**config.mk**
```make
export PLATFORM = sky130hd
export DESIGN_NAME = bfa_front
export DESIGN_NICKNAME = d
export VERILOG_FILES = /design/src/bfa_pkg.sv /design/src/bfa_front.sv
export SDC_FILE = /design/constraint.sdc
export NUM_CORES = 1
export LEC_CHECK = 0
export BUFFER_PORTS_ARGS = -buffer_cell sky130_fd_sc_hd__buf_2
export CAP_MARGIN = 20
export CORE_ASPECT_RATIO = 1.1
export CORE_MARGIN = 1
export CORE_UTILIZATION = 50
export CTS_CLUSTER_DIAMETER = 200
export DETAILED_ROUTE_END_ITERATION = 16
export PLACE_DENSITY_LB_ADDON = 0.15
export SYNTH_ARGS = -nofsm -noshare
export SYNTH_HDL_FRONTEND = slang
export SYNTH_SLANG_ARGS = --single-unit
```
**constraint.sdc**
```tcl
create_clock -name i_clk -period 3.14 [get_ports i_clk]
set_input_delay 0.314 -clock i_clk [delete_from_list [all_inputs] [get_ports i_clk]]
set_output_delay 0.314 -clock i_clk [all_outputs]
set_load 0.05 [all_outputs]
```
**src/bfa_pkg.sv**
```systemverilog
`timescale 1ns / 1ps

package bfa_pkg;

    localparam int MAP_BYTES   = 1024;
    localparam int MAP_AW      = 10;
    localparam int POS_W       = 13;
    localparam int QUEUE_CAP   = 1024;
    localparam int QUEUE_DEPTH = QUEUE_CAP + 7;
    localparam int QPTR_W      = 11;
    localparam int BLOCK_W     = 17;
    localparam int BASE_W      = 16;

    localparam logic [1:0] CMD_ALLOC = 2'd0;
    localparam logic [1:0] CMD_FREE  = 2'd1;
    localparam logic [1:0] CMD_LOAD  = 2'd2;

    localparam logic [1:0] ST_OK   = 2'd0;
    localparam logic [1:0] ST_FULL = 2'd1;
    localparam logic [1:0] ST_BAD  = 2'd2;

    localparam logic [2:0] OP_ALLOC = 3'd0;
    localparam logic [2:0] OP_FREE  = 3'd1;
    localparam logic [2:0] OP_LOAD  = 3'd2;
    localparam logic [2:0] OP_NOP   = 3'd3;
    localparam logic [2:0] OP_BAD   = 3'd4;

    typedef struct packed {
        logic [2:0]       op;
        logic [POS_W-1:0] pos;
        logic [7:0]       value;
    } t_item;

    typedef struct packed {
        logic  valid;
        t_item item;
    } t_front_out;

    typedef struct packed {
        logic take;
        logic clearing;
    } t_back_stat;

    typedef struct packed {
        logic [BLOCK_W-1:0] number;
        logic [1:0]         status;
    } t_result;

endpackage

```
**src/bfa_front.sv**
```systemverilog
`timescale 1ns / 1ps

module bfa_front (
    input  logic                        i_clk,
    input  logic                        i_rst_n,
    input  logic                        i_push,
    output logic                        o_full,
    input  logic [1:0]                  i_command,
    input  logic [bfa_pkg::BLOCK_W-1:0] i_block,
    input  logic [bfa_pkg::MAP_AW-1:0]  i_byte_index,
    input  logic [7:0]                  i_byte_value,
    input  logic [bfa_pkg::BASE_W-1:0]  i_base,
    input  bfa_pkg::t_back_stat         i_stat,
    output bfa_pkg::t_front_out         o_front
);
    import bfa_pkg::*;

    t_item            r_q [2];
    logic             r_rp;
    logic             r_wp;
    logic [1:0]       r_cnt;
    t_item            cls;
    logic [BLOCK_W:0] diff;
    logic             acc;

    always_comb begin
        diff = {1'b0, i_block} - {2'b0, i_base};
        cls.pos   = diff[POS_W-1:0];
        cls.value = i_byte_value;
        unique case (i_command)
            CMD_ALLOC: cls.op = OP_ALLOC;
            CMD_FREE: begin
                if (diff[BLOCK_W:POS_W] != '0) begin
                    cls.op = OP_BAD;
                end else begin
                    cls.op = OP_FREE;
                end
            end
            CMD_LOAD: begin
                cls.op  = OP_LOAD;
                cls.pos = {{(POS_W-MAP_AW){1'b0}}, i_byte_index};
            end
            default: cls.op = OP_NOP;
        endcase
    end

    assign o_full = (r_cnt == 2'd2) || i_stat.clearing;
    assign acc = i_push && !o_full;
    assign o_front.valid = (r_cnt != 2'd0);
    assign o_front.item = r_q[r_rp];

    always_ff @(posedge i_clk) begin
        if (acc) begin
            r_q[r_wp] <= cls;
        end
        if (!i_rst_n) begin
            r_rp  <= 1'b0;
            r_wp  <= 1'b0;
            r_cnt <= 2'd0;
        end else begin
            if (acc) begin
                r_wp <= !r_wp;
            end
            if (i_stat.take) begin
                r_rp <= !r_rp;
            end
            r_cnt <= r_cnt + {1'b0, acc} - {1'b0, i_stat.take};
        end
    end

endmodule

```
# Yosys cells after proc, flatten, opt, wreduce, memory -nomap -nowiden
# Memories as Yosys holds them, arrays and structs flattened. A register that Yosys moved wholly into a read port is not among the register bits.
# Index checks and enable logic that the tools add are counted.
# classes
n_addsub,3
eq_ne,3
mux,7
reduce_logical,8
# ops
cell,count
$sub A17 B16 Y18,1
$mux W13,1
$pmux W3 S3,1
$reduce_bool A5 Y1,1
$eq A2 B2 Y1 const B,2
$mux W1,4
$logic_not A1 Y1,3
$mux W3,1
$add A2 B1 Y2,1
$eq A2 B1 Y1 const B,1
$logic_not A2 Y1,1
$reduce_bool A2 Y1,1
$sub A2 B1 Y2,1
$logic_and A1 B1 Y1,1
$logic_or A1 B1 Y1,1
# totals
reg_bits,4
ramBits,48
inputBits,58
mem_count,1
# mem_list
memory,depth,width,read_ports,rd_clocked_by_memory_dff,write_ports,line,source
r_q,2,24,1,1,1,bfa_front.sv:18,t_item r_q [2];

# Logic depth before layout (Yosys ltp)
# Gate-level depths: netlist of run 1.
# logic_depth
depth_word,6
mapped_depth,10

# Worst setup path before layout of run 1
# OpenSTA, ideal clock, no wires.
# synth_path
path_kind,in2reg
start,in i_block[0] (netlist name)
end,mem r_q[0][23] (netlist name) (data pin)
setup_time_ns,0.282
arrival_time_ns,2.230
t_required_ns,2.858
slack_ns,0.628
path_stages,10
cell_sequence,inv_1 -> ha_1 -> inv_1 -> fa_1 -> a211oi_1 -> o21ai_1 -> and3_1 -> or3_4 -> a22oi_1 -> a41oi_1
# synth_rtl
element,line,source
start: declaration,bfa_front.sv:9,"input logic [bfa_pkg::BLOCK_W-1:0] i_block,"
end: declaration,bfa_front.sv:18,

==> results.md, run 1 <==
* Maximum frequency from static timing analysis at 394 MHz
* Global-route wire length before repair at approximately 9.3 mm
* CP arrival at approximately 2600 ps
* Final setup violation count at 0
* Worst Path Max Fanout at 4
* # DRC at 0
* Number of cells on the worst reg-to-reg path at 5
* Total routing resource utilization after global routing at 18.0%
* Crit. End Element: flip-flop
* Maximum ir drop on the vdd rail at 309 uV
* Post-Route WL at 5.50 mm
* CTS H-tree depth at 2
* Count of different cell masters after synthesis at 52
* Worst min-delay path class: in -> reg
* Number of top-level pins at between 80 and 90
* Post-DR wirelength/cell at 12.8 um
* Post-Synthesis Mean Instance Area at 11.5 um^2
* Die span in y at about 84 um
* Number of rows created at floorplan at 29
* Cell Count Post-Placement at 422
* Worst setup skew after layout at 5.67 ps
* Fraction of layout cells with a size suffix above 1 at a little under two fifths
* Number of synthesized flops with an enable pin at 48
* Least-Margin Pin Slew at 817 ps
* Initial core utilization at between 50% and 60%
* Via Count at 2226
* Power Dens Cells at 522 mW/mm^2
* Syn. warnings at 0
* Final slew viol count at 0
* PnR worst setup slack at 599 ps
* Count of endpoints failing hold in the final timing report at 0
* Worst-case clock buffer depth at 2
* Count of nets left with antenna violations after detail routing at 0
* Number of antenna repair diodes at 0
* Period utilisation layout at around 80%
* Area inside the core boundary at 0.00584 mm^2
* Reg-to-reg setup timing slack at 1160 ps
* Initial antenna violation count at 0
* Total of hold buffers inserted after clock tree synthesis at 0
* Buffers added on ports at 83
* Finished Layout Cells at 430
* Cell at the root of the clock tree: sky130_fd_sc_hd__clkbuf_8
* Part of the Yosys area used for sequential elements at 50.2%
* Total negative slack for setup checks at 0 ps
* Max-cap violation count at 0
* Post-synth net total at 343
* Worst setup endpoint: r_q[0][23]$_DFFE_PP_
* Worst r2r dst: r_q[0][10]$_DFFE_PP_
* Buffer count from post-CTS setup fixing at 0
* LEAKAGE at 1.62 nW
* Resized cells post-CTS at 0
* Number of vias per cell at 5.18
* Detailed placer's ending HPWL at ~4.2 mm
* Crit Path Class: in -> reg
* Overall overflow remaining after global route at 0
* Prevailing post-synth register cell: sky130_fd_sc_hd__edfxtp_1
* Worst slack after detailed placement at 295 ps
* Number of instances in the synthesized netlist at 266
* Latest clock arrival within the worst-skew pair at 300 ps
* Via count of the first global-routing pass at 2146
* Die footprint at 0.00646 mm^2
* Final core utilization at 63.6%
* Clock tree from TritonCTS: yes
* 1st-pass router iterations at 4
* Number of register bits inferred by synthesis at 53
* Beginning of the critical path: i_block[0]
* Register clock-pin slew on the reported worst setup and hold paths at ~90 ps
* TritonCTS buffer count at 5
* Die width at 76.7 um
* Layout Nets at 429
* Clock Sink Count at 53
* Worst endpoint required time at ~3200 ps
* Launch point of the worst reg-to-reg path: r_cnt[0]$_SDFF_PN0_
* Max transition margin at around 45%
* Worst Setup Start Kind: input pin
* Fraction of registers with async set or reset after synthesis at 0%
* Syn-to-layout area delta at 20.9%
* Time the worst path needs with I/O delays and setup at 2540 ps
* Setup repair after global routing missed its margin: no
* Count of routing violations after the opening detailed-route iteration at roughly 60
* Area of the mapped netlist at 0.00307 mm^2
* Status: finished, final reports clean
* Routability-driven placement congestion ratio at about 0.85
* Largest net degree at the start of global routing at 25
-- cells by family after synthesis --
kind of cell | Yosys count | synth area share, %
adders and majority gates | 19 | 7.98
and+or+nand+nor | 62 | 11.0
xor gates and xnor gates | 10 | 2.85
AOI/OAI and AO/OA | 65 | 14.6
muxes | 26 | 9.49
buffers and inverters | 31 | 3.83
DFF | 53 | 50.2
-- per-layer routing --
layer | global-route usage (%) | vias up | wire [um]
li1 | - | 1149 | -
met1 | 22.7 | 1014 | 2540
met2 | 31.1 | 58 | 2650
met3 | 3.70 | 5 | 229
met4 | 5.77 | 0 | 74
met5 | 0 | - | 0
-- cell usage after synthesis, types with 2 or more instances --
cell | count | area [um^2]
sky130_fd_sc_hd__or3_1 | 2 | 12.5
sky130_fd_sc_hd__or2_2 | 2 | 12.5
sky130_fd_sc_hd__nand3_1 | 2 | 10.0
sky130_fd_sc_hd__inv_1 | 24 | 90.1
sky130_fd_sc_hd__xor2_1 | 4 | 35.0
sky130_fd_sc_hd__nor2_1 | 8 | 30.0
sky130_fd_sc_hd__edfxtp_1 | 48 | 1440
sky130_fd_sc_hd__dfxtp_1 | 5 | 100
sky130_fd_sc_hd__o21ai_0 | 17 | 85.1
sky130_fd_sc_hd__mux2_2 | 25 | 282
sky130_fd_sc_hd__ha_1 | 18 | 225
sky130_fd_sc_hd__nand2_1 | 20 | 75.1
sky130_fd_sc_hd__a21oi_1 | 12 | 60.1
sky130_fd_sc_hd__a21o_1 | 7 | 52.6
sky130_fd_sc_hd__o211ai_1 | 2 | 15.0
sky130_fd_sc_hd__o21a_1 | 2 | 15.0
sky130_fd_sc_hd__and3_1 | 2 | 12.5
sky130_fd_sc_hd__clkbuf_1 | 6 | 22.5
sky130_fd_sc_hd__nand4_1 | 2 | 12.5
sky130_fd_sc_hd__and2_1 | 8 | 50.1
sky130_fd_sc_hd__nand2b_1 | 6 | 37.5
sky130_fd_sc_hd__o31a_1 | 2 | 17.5
sky130_fd_sc_hd__a31o_1 | 3 | 26.3
sky130_fd_sc_hd__and3_2 | 2 | 15.0
sky130_fd_sc_hd__a211oi_1 | 4 | 30.0
sky130_fd_sc_hd__a31oi_1 | 2 | 12.5
sky130_fd_sc_hd__xnor2_1 | 6 | 52.6
-- layout by cell type (no fill, tap or decap), types with 2 or more instances in the layout --
| cell | netlist | final |
|---|---|---|
| sky130_fd_sc_hd__a21o_1 | 7 | 7 |
| sky130_fd_sc_hd__buf_4 | 0 | 3 |
| sky130_fd_sc_hd__or2_2 | 2 | 2 |
| sky130_fd_sc_hd__inv_1 | 24 | 24 |
| sky130_fd_sc_hd__clkbuf_8 | 0 | 5 |
| sky130_fd_sc_hd__nor2_1 | 8 | 7 |
| sky130_fd_sc_hd__nand4_1 | 2 | 2 |
| sky130_fd_sc_hd__xnor2_1 | 6 | 6 |
| sky130_fd_sc_hd__o211ai_1 | 2 | 2 |
| sky130_fd_sc_hd__xor2_1 | 4 | 4 |
| sky130_fd_sc_hd__mux2_2 | 25 | 25 |
| sky130_fd_sc_hd__buf_2 | 1 | 83 |
| sky130_fd_sc_hd__or3_1 | 2 | 2 |
| sky130_fd_sc_hd__o21ai_0 | 17 | 17 |
| sky130_fd_sc_hd__and3_1 | 2 | 2 |
| sky130_fd_sc_hd__a211oi_1 | 4 | 4 |
| sky130_fd_sc_hd__o21a_1 | 2 | 2 |
| sky130_fd_sc_hd__and3_2 | 2 | 2 |
| sky130_fd_sc_hd__a31oi_1 | 2 | 2 |
| sky130_fd_sc_hd__nand3_1 | 2 | 2 |
| sky130_fd_sc_hd__dfxtp_1 | 5 | 5 |
| sky130_fd_sc_hd__a31o_1 | 3 | 3 |
| sky130_fd_sc_hd__a21oi_1 | 12 | 12 |
| sky130_fd_sc_hd__ha_1 | 18 | 18 |
| sky130_fd_sc_hd__nand2_1 | 20 | 20 |
| sky130_fd_sc_hd__o31a_1 | 2 | 2 |
| sky130_fd_sc_hd__nand2b_1 | 6 | 6 |
| sky130_fd_sc_hd__bufinv_16 | 0 | 2 |
| sky130_fd_sc_hd__edfxtp_1 | 48 | 48 |
| sky130_fd_sc_hd__and2_1 | 8 | 8 |
-- worst max-delay path: stages --
cell,delay [ps]
sky130_fd_sc_hd__buf_2,90
sky130_fd_sc_hd__inv_1,50
sky130_fd_sc_hd__ha_1,170
sky130_fd_sc_hd__inv_1,60
sky130_fd_sc_hd__fa_1,420
sky130_fd_sc_hd__a211oi_1,320
sky130_fd_sc_hd__o21ai_1,200
sky130_fd_sc_hd__and3_1,230
sky130_fd_sc_hd__or3_4,370
sky130_fd_sc_hd__a22oi_1,170
sky130_fd_sc_hd__a41oi_1,170
-- through the flow --
stage	area (um^2)	power (W)	hold WS [ps]
after global placement	3580	0.00143	502
after CTS	3710	0.00196	187
after floorplan	3070	0.00130	413
after detailed placement	3580	0.00144	505
after global routing	3710	0.00203	182
final	3710	0.00194	194
-- state kept, by name (all words and copies together), names as in the netlist, named ones only --
register / cells
r_q: 48
r_wp: 1
r_cnt: 2
r_rp: 1
-- power by group --
group | internal [W] | total, W | switching (W)
combinational | 0.000210 | 0.000571 | 0.000361
sequential | 0.000834 | 0.000848 | 0.0000139
clock | 0.000316 | 0.000522 | 0.000206
-- area by class of cell --
class / instances / area, um^2
clock inverters: 3 / 65.1
flip-flops and latches: 53 / 1540
multi-input cells: 182 / 1420
clock buffers: 5 / 68.8
well taps: 77 / 96.3
fillers: 479 / 2130
inverters: 24 / 90.1
repair buffers: 86 / 438
-- worst min path at each step --
stage	slack (ps)	startpoint	cells past startpoint	endpoint
6_report	190	i_byte_value[4]	1	r_q[0][4]$_DFFE_PP_
3_3_place_gp	500	i_byte_value[4]	1	r_q[0][4]$_DFFE_PP_
4_1_cts	190	i_byte_value[4]	1	r_q[0][4]$_DFFE_PP_
5_1_grt	180	i_byte_value[4]	1	r_q[0][4]$_DFFE_PP_
2_1_floorplan	410	i_byte_value[0]	0	r_q[0][0]$_DFFE_PP_
3_5_place_dp	510	i_byte_value[4]	1	r_q[0][4]$_DFFE_PP_
Power figures use the tool's default switching activity.
==> run 2: changes to the inputs <==
Settings changed: CORE_UTILIZATION 50 to 48.
Clock period 3.14 ns to 2 ns, I/O delays scaled along.
==> run 2 against run 1 <==
  * The flow now finishes with violations (negative setup slack)
  * Die area increased by 4.1%
  * Cell count increased by 11%
  * Wire length increased by 11%
  * Hold slack got worse by 110 ps
  * Non-clock buffer count increased by 46
  * Setup slack got worse by 650 ps
  * Register-to-register slack got worse by 960 ps
  * Critical endpoint is now r_q[1][23]$_DFFE_PP_
  * Largest power group unchanged
  * Highest routed layer unchanged
==> results.md, run 2 (synthesis gave the netlist of run 1 again) <==
* Status: finished, violations left
* Failing checks: negative setup slack
* Total routing resource utilization after global routing at 19.3%
* Period utilisation layout at 103%
* Cell Count Post-Placement at 469
* Power Dens Cells at 710 mW/mm^2
* Post-route standard cell area excluding fillers at around 0.0042 mm^2
* Routability-driven placement congestion ratio at 0.842
* Worst endpoint required time at 2020 ps
* Register area at between 0.0015 and 0.002 mm^2
* Worst-case clock buffer depth at 2
* Die footprint at 0.00672 mm^2
* Setup repair after global routing missed its margin: yes
* Area inside the core boundary at 0.00616 mm^2
* Worst Setup Start Kind: input pin
* Latest clock arrival within the worst-skew pair at roughly 300 ps
* Flip-flop count of the largest register after layout at 48
* Die width at around 78 um
* Number of antenna repair diodes at 0
* Via count of the first global-routing pass at ~2400
* Worst setup skew after layout at between 4 and 5 ps
* Crit. End Element: flip-flop
* Largest net degree at the start of global routing at 26
* Number of inserted filler cells in the final layout at 509
* Launch point of the worst reg-to-reg path: r_cnt[0]$_SDFF_PN0_
* Maximum ir drop on the vdd rail at 402 uV
* LEAKAGE at 1.84 nW
* TritonCTS buffer count at 5
* Beginning of the critical path: i_block[13]
* Top reg by flops: r_q
* Crit Path Class: in -> reg
* PnR worst setup slack at -51.4 ps
* Initial core utilization at 49.9%
* # DRC at 0
* Post-Route WL at ~6.1 mm
* Worst min-delay path class: in -> reg
* Worst Path Max Fanout at 3
* Syn-to-layout area delta at 36.1%
* Max-cap violation count at 0
* Most used cells in the layout excluding fill and tap cells: sky130_fd_sc_hd__buf_2 (80), sky130_fd_sc_hd__buf_4 (48), sky130_fd_sc_hd__edfxtp_1 (48)
* Clock Sink Count at 53
* Number of rows created at floorplan at 30
* Clock tree from TritonCTS: yes
* Overall overflow remaining after global route at 0
* Least-Margin Pin Slew at 409 ps
* Cell at the root of the clock tree: sky130_fd_sc_hd__clkbuf_8
* Fraction of layout cells with a size suffix above 1 at 48.6%
* Largest registers ranked by flip-flop count: r_q x48, r_cnt x2
* Worst Hold Margin at about 88 ps
* Total chip power at 0.00297 W
* Number of top-level pins at between 80 and 90
* Detailed placer's ending HPWL at 4.69 mm
* Via Count at 2400
* Count of routing violations after the opening detailed-route iteration at 63
* Die span in y at 85.9 um
* Finished Layout Cells at about 480
* Global-route wire length before repair at 10.2 mm
* Register clock-pin slew on the reported worst setup and hold paths at about 80 ps
* Initial antenna violation count at 0
* Hold worst-path end: r_q[0][3]$_DFFE_PP_
* Hold path depth at 1
* Number of vias per cell at 5.01
* Cell area reported after detailed placement at 0.00399 mm^2
* Total negative slack for setup checks at -142 ps
* Count of endpoints failing hold in the final timing report at 0
* Maximum frequency from static timing analysis at 487 MHz
* Final setup violation count at 4
* CP arrival at 2080 ps
* CTS H-tree depth at 2
* Post-DR wirelength/cell at 12.7 um
* 1st-pass router iterations at 4
* Count of nets left with antenna violations after detail routing at 0
* Multi-input gate area at 0.00153 mm^2
* Layout Nets at 475
* Time the worst path needs with I/O delays and setup at 2050 ps
* Buffers added on ports at 83
* Final slew viol count at 0
* Hold_sp: i_byte_value[3]
* Number of cells on the worst reg-to-reg path at 9
* Max transition margin at 72.4%
* Most common cell after layout, fill and taps aside: sky130_fd_sc_hd__buf_2
* Reg-to-reg setup timing slack at 200 ps
* Worst r2r dst: r_cnt[1]$_SDFF_PN0_
* Total of hold buffers inserted after clock tree synthesis at 0
-- run 2: what timing repair did --
| item | 4_1_cts | 5_1_grt |
|---|---|---|
| gates resized for setup | 14 | 3 |
| setup endpoints to repair | 4 | 4 |
| pin swaps | 8 | 2 |
| endpoints found under the hold margin | 0 | 0 |
| buffers inserted | 2 | 0 |
-- run 2: power by group --
| group | switching (W) | total (W) | internal, W |
|---|---|---|---|
| Combinational | 0.000608 | 0.00105 | 0.000442 |
| Clock | 0.000302 | 0.000584 | 0.000282 |
| Sequential | 0.0000262 | 0.00134 | 0.00131 |
| Total | 0.000937 | 0.00297 | 0.00203 |
-- run 2: metrics by stage --
| stage | setup slack (ps) | util (%) |
|---|---|---|
| finish | -51.4 | 67.9 |
| global route | -121 | 67.9 |
| global placement | -518 | 64.9 |
| floorplan | -222 | - |
| CTS | -22.1 | 67.7 |
| detailed placement | -551 | 64.9 |
-- run 2: worst max-delay path by stage --
| stage | to |
|---|---|
| CTS | r_q[1][21]$_DFFE_PP_ |
| global route | r_q[0][21]$_DFFE_PP_ |
| floorplan | r_q[0][23]$_DFFE_PP_ |
| finish | r_q[1][23]$_DFFE_PP_ |
| detailed placement | r_q[0][23]$_DFFE_PP_ |
| global placement | r_q[0][23]$_DFFE_PP_ |
-- run 2: layer usage --
layer | wire length, um | vias up | global-route usage (%)
li1 | - | 1243 | -
met4 | 114 | 0 | 7.74
met1 | 2620 | 1088 | 22.0
met2 | 3130 | 57 | 36.1
met5 | 0 | - | 0
met3 | 215 | 12 | 2.66
-- run 2: layout make-up --
type | count | area share, %
Tap cell | 80 | 2.39
Clock buffer | 8 | 2.16
Multi-Input combinational cell | 182 | 36.5
Sequential cell | 53 | 36.9
Timing Repair Buffer | 132 | 19.6
Inverter | 24 | 2.51
-- run 2: critical path, stage by stage --
cell	delay (ps)
sky130_fd_sc_hd__buf_6	100
sky130_fd_sc_hd__ha_4	230
sky130_fd_sc_hd__a21o_1	180
sky130_fd_sc_hd__a31o_1	210
sky130_fd_sc_hd__a221o_1	310
sky130_fd_sc_hd__or4_4	500
sky130_fd_sc_hd__a22oi_2	200
sky130_fd_sc_hd__a41oi_2	150
==> run 3: changes to the inputs <==
Settings changed: PLACE_DENSITY from default to 0.77, PLACE_DENSITY_LB_ADDON 0.15 to default.
==> run 3 against run 2 <==
  * The run still ends with negative setup slack left
  * Critical path type unchanged
  * Sequential share of layout area is 0.099 points lower
  * Utilization is 0.18 points higher
  * Clock power is 3% lower
  * Clock skew is 4.8 ps higher
  * First-iteration DRC count is 13% higher
  * Critical endpoint unchanged
  * Design area is 0.27% higher
  * Die area stayed put
  * Via count is 3.9% higher
  * Hold slack better by 0.64 ps
  * Non-clock buffer count is 1 higher
==> results.md, run 3 (synthesis gave the netlist of run 1 again) <==
* Count of endpoints failing hold in the final timing report at 0
* Total routing resource utilization after global routing at 20.7%
* Die span in y at approximately 86 um
* Number of inserted filler cells in the final layout at about 480
* Worst min-delay path class: in -> reg
* PnR worst setup slack at -59.2 ps
* Switching power at 0.000971 W
* Total of hold buffers inserted after clock tree synthesis at 0
* Period utilisation layout at 103%
* Internal power at 0.00200 W
* Worst stage delay on the critical path at 500 ps
* Count of routing violations after the opening detailed-route iteration at just over 70
* Clock tree from TritonCTS: yes
* Least-Margin Pin Slew at 427 ps
* Top reg by flops: r_q
* Worst Path Max Fanout at 3
* Setup repair after global routing missed its margin: yes
* # DRC at 0
* Count of nets left with antenna violations after detail routing at 0
* Via Count at 2493
* Initial core utilization at 49.9%
* Area inside the core boundary at 0.00616 mm^2
* Combinational Power Share at 36.0%
* Master of the slowest instance on the critical path: sky130_fd_sc_hd__or4_4
* Largest registers ranked by flip-flop count: r_q x48, r_cnt x2
* Final setup violation count at 4
* CTS H-tree depth at 2
* Final slew viol count at 0
* Number of top-level pins at between 80 and 90
* Switching part of the total at 32.6%
* Die width at 78.3 um
* LEAKAGE at 1.85 nW
* Max transition margin at 71.2%
* Initial antenna violation count at 0
* Number of cells on the worst reg-to-reg path at 9
* Cell-by-cell listing of the critical path: buf_6 -> ha_4 -> a21o_1 -> a31o_1 -> a221o_1 -> or4_4 -> a22oi_2 -> a41oi_2
* Layer with the highest usage after global routing: met2
* Total chip power at 0.00297 W
* Via count of the first global-routing pass at about 2500
* Post-Route WL at ~6.6 mm
* Crit. End Element: flip-flop
* Number of rows created at floorplan at 30
* Number of vias per cell at 5.19
* Global-route wire length before repair at around 11 mm
* Most common cell after layout, fill and taps aside: sky130_fd_sc_hd__buf_2
* Flop pwr share at 45.0%
* Flip-flop count of the largest register after layout at 48
* 1st-pass router iterations at 4
* Clock network fraction of total power at 19.0%
* Hold path depth at 1
* Cell at the root of the clock tree: sky130_fd_sc_hd__clkbuf_8
* Worst endpoint required time at 2030 ps
* Layout Nets at 476
* Maximum frequency from static timing analysis at 486 MHz
* TritonCTS buffer count at 5
* Overall overflow remaining after global route at 0
* Maximum ir drop on the vdd rail at ~370 uV
* Detailed placer's ending HPWL at 5.19 mm
* Met1 Resource Use GR at between 20% and 30%
* CP arrival at approximately 2100 ps
* Status: finished, violations left
* Number of antenna repair diodes at 0
* Fraction of layout cells with a size suffix above 1 at about half
* Met2 usage in global routing at 39.3%
* Power Dens Cells at 710 mW/mm^2
* Largest net degree at the start of global routing at 25
* Die footprint at 0.00672 mm^2
* Worst-case clock buffer depth at 2
* Post-DR wirelength/cell at 13.7 um
* Register clock-pin slew on the reported worst setup and hold paths at 90 ps
* Most used cells in the layout excluding fill and tap cells: sky130_fd_sc_hd__buf_2 (80), sky130_fd_sc_hd__buf_4 (49), sky130_fd_sc_hd__edfxtp_1 (48)
* Worst Setup Start Kind: input pin
* Failing checks: negative setup slack
* Met3 Track Usage GR at between 2 and 3%
* Routability-driven placement congestion ratio at 0.886
* Worst setup skew after layout at approximately 9.4 ps
* Buffers added on ports at between 80 and 90
* Latest clock arrival within the worst-skew pair at 290 ps
* Worst slack after detailed placement at -623 ps
* Total negative slack for setup checks at -222 ps
* Syn-to-layout area delta at 36.5%
* Time the worst path needs with I/O delays and setup at 2060 ps
* Crit Path Class: in -> reg
* Max-cap violation count at 0
* Clock Sink Count at 53
run 3: cell types whose count changed in the layout (fill, tap and decap cells not counted), sizes merged:
cell | previous run | this run
clkbuf | 8 | 5
clkinv | 0 | 2
buf | 132 | 133
inv | 24 | 25
run 3: power by group through the flow:
| stage | clock (W) | combinational (W) | sequential (W) |
|---|---|---|---|
| CTS | 0.000588 | 0.00106 | 0.00134 |
| global route | 0.000630 | 0.00116 | 0.00135 |
| detailed placement | 0 | 0.00103 | 0.00137 |
| floorplan | 0 | 0.000707 | 0.00135 |
| finish | 0.000564 | 0.00107 | 0.00134 |
| global placement | 0 | 0.00100 | 0.00136 |
run 3: metrics by stage:
stage	cells	hold WS (ps)	utilization, %	instance area, um^2
floorplan	266	299	-	3150
global placement	470	388	65.0	4000
detailed placement	470	394	65.0	4000
CTS	480	74.1	67.8	4170
global route	480	65.7	68.1	4190
finish	480	88.6	68.1	4190
run 3: metal layers:
metal  vias to the layer above  part of all wire, %
met4                         0                 0.46
met3                         2                  4.0
met2                        68                   54
met1                      1178                   41
li1                       1245                    -
met5                         -                    0
run 3: worst max-delay path: cells and delay by family:
family | cells | cell delay (ps)
buffers and inverters | 1 | 100
AND/OR/NAND/NOR | 1 | 500
adder cells (fa/ha/maj) | 1 | 230
AO/OA/AOI/OAI | 5 | 1060
run 3: worst paths after layout:
path / endpoint / from / slack (ps)
max: r_q[1][23]$_DFFE_PP_ / i_block[13] / -60
min: r_q[1][5]$_DFFE_PP_ / i_byte_value[5] / 90
max reg2reg: r_cnt[1]$_SDFF_PN0_ / r_cnt[0]$_SDFF_PN0_ / 180
min reg2reg: r_rp$_SDFFE_PN0P_ / r_rp$_SDFFE_PN0P_ / 590
run 3: cell type report:
class,instances,area [um^2],share of cell area [%]
Clock inverter,3,16.3,0.388
Clock buffer,5,68.8,1.64
Sequential cell,53,1540,36.8
Multi-Input combinational cell,182,1530,36.6
Timing Repair Buffer,133,826,19.7
Inverter,24,105,2.51
Tap cell,80,100,2.39
run 3: repair_timing:
action,in CTS,in global routing
setup buffers,2,0
gates resized for setup,15,5
setup endpoints to repair,6,10
pin swaps,7,10
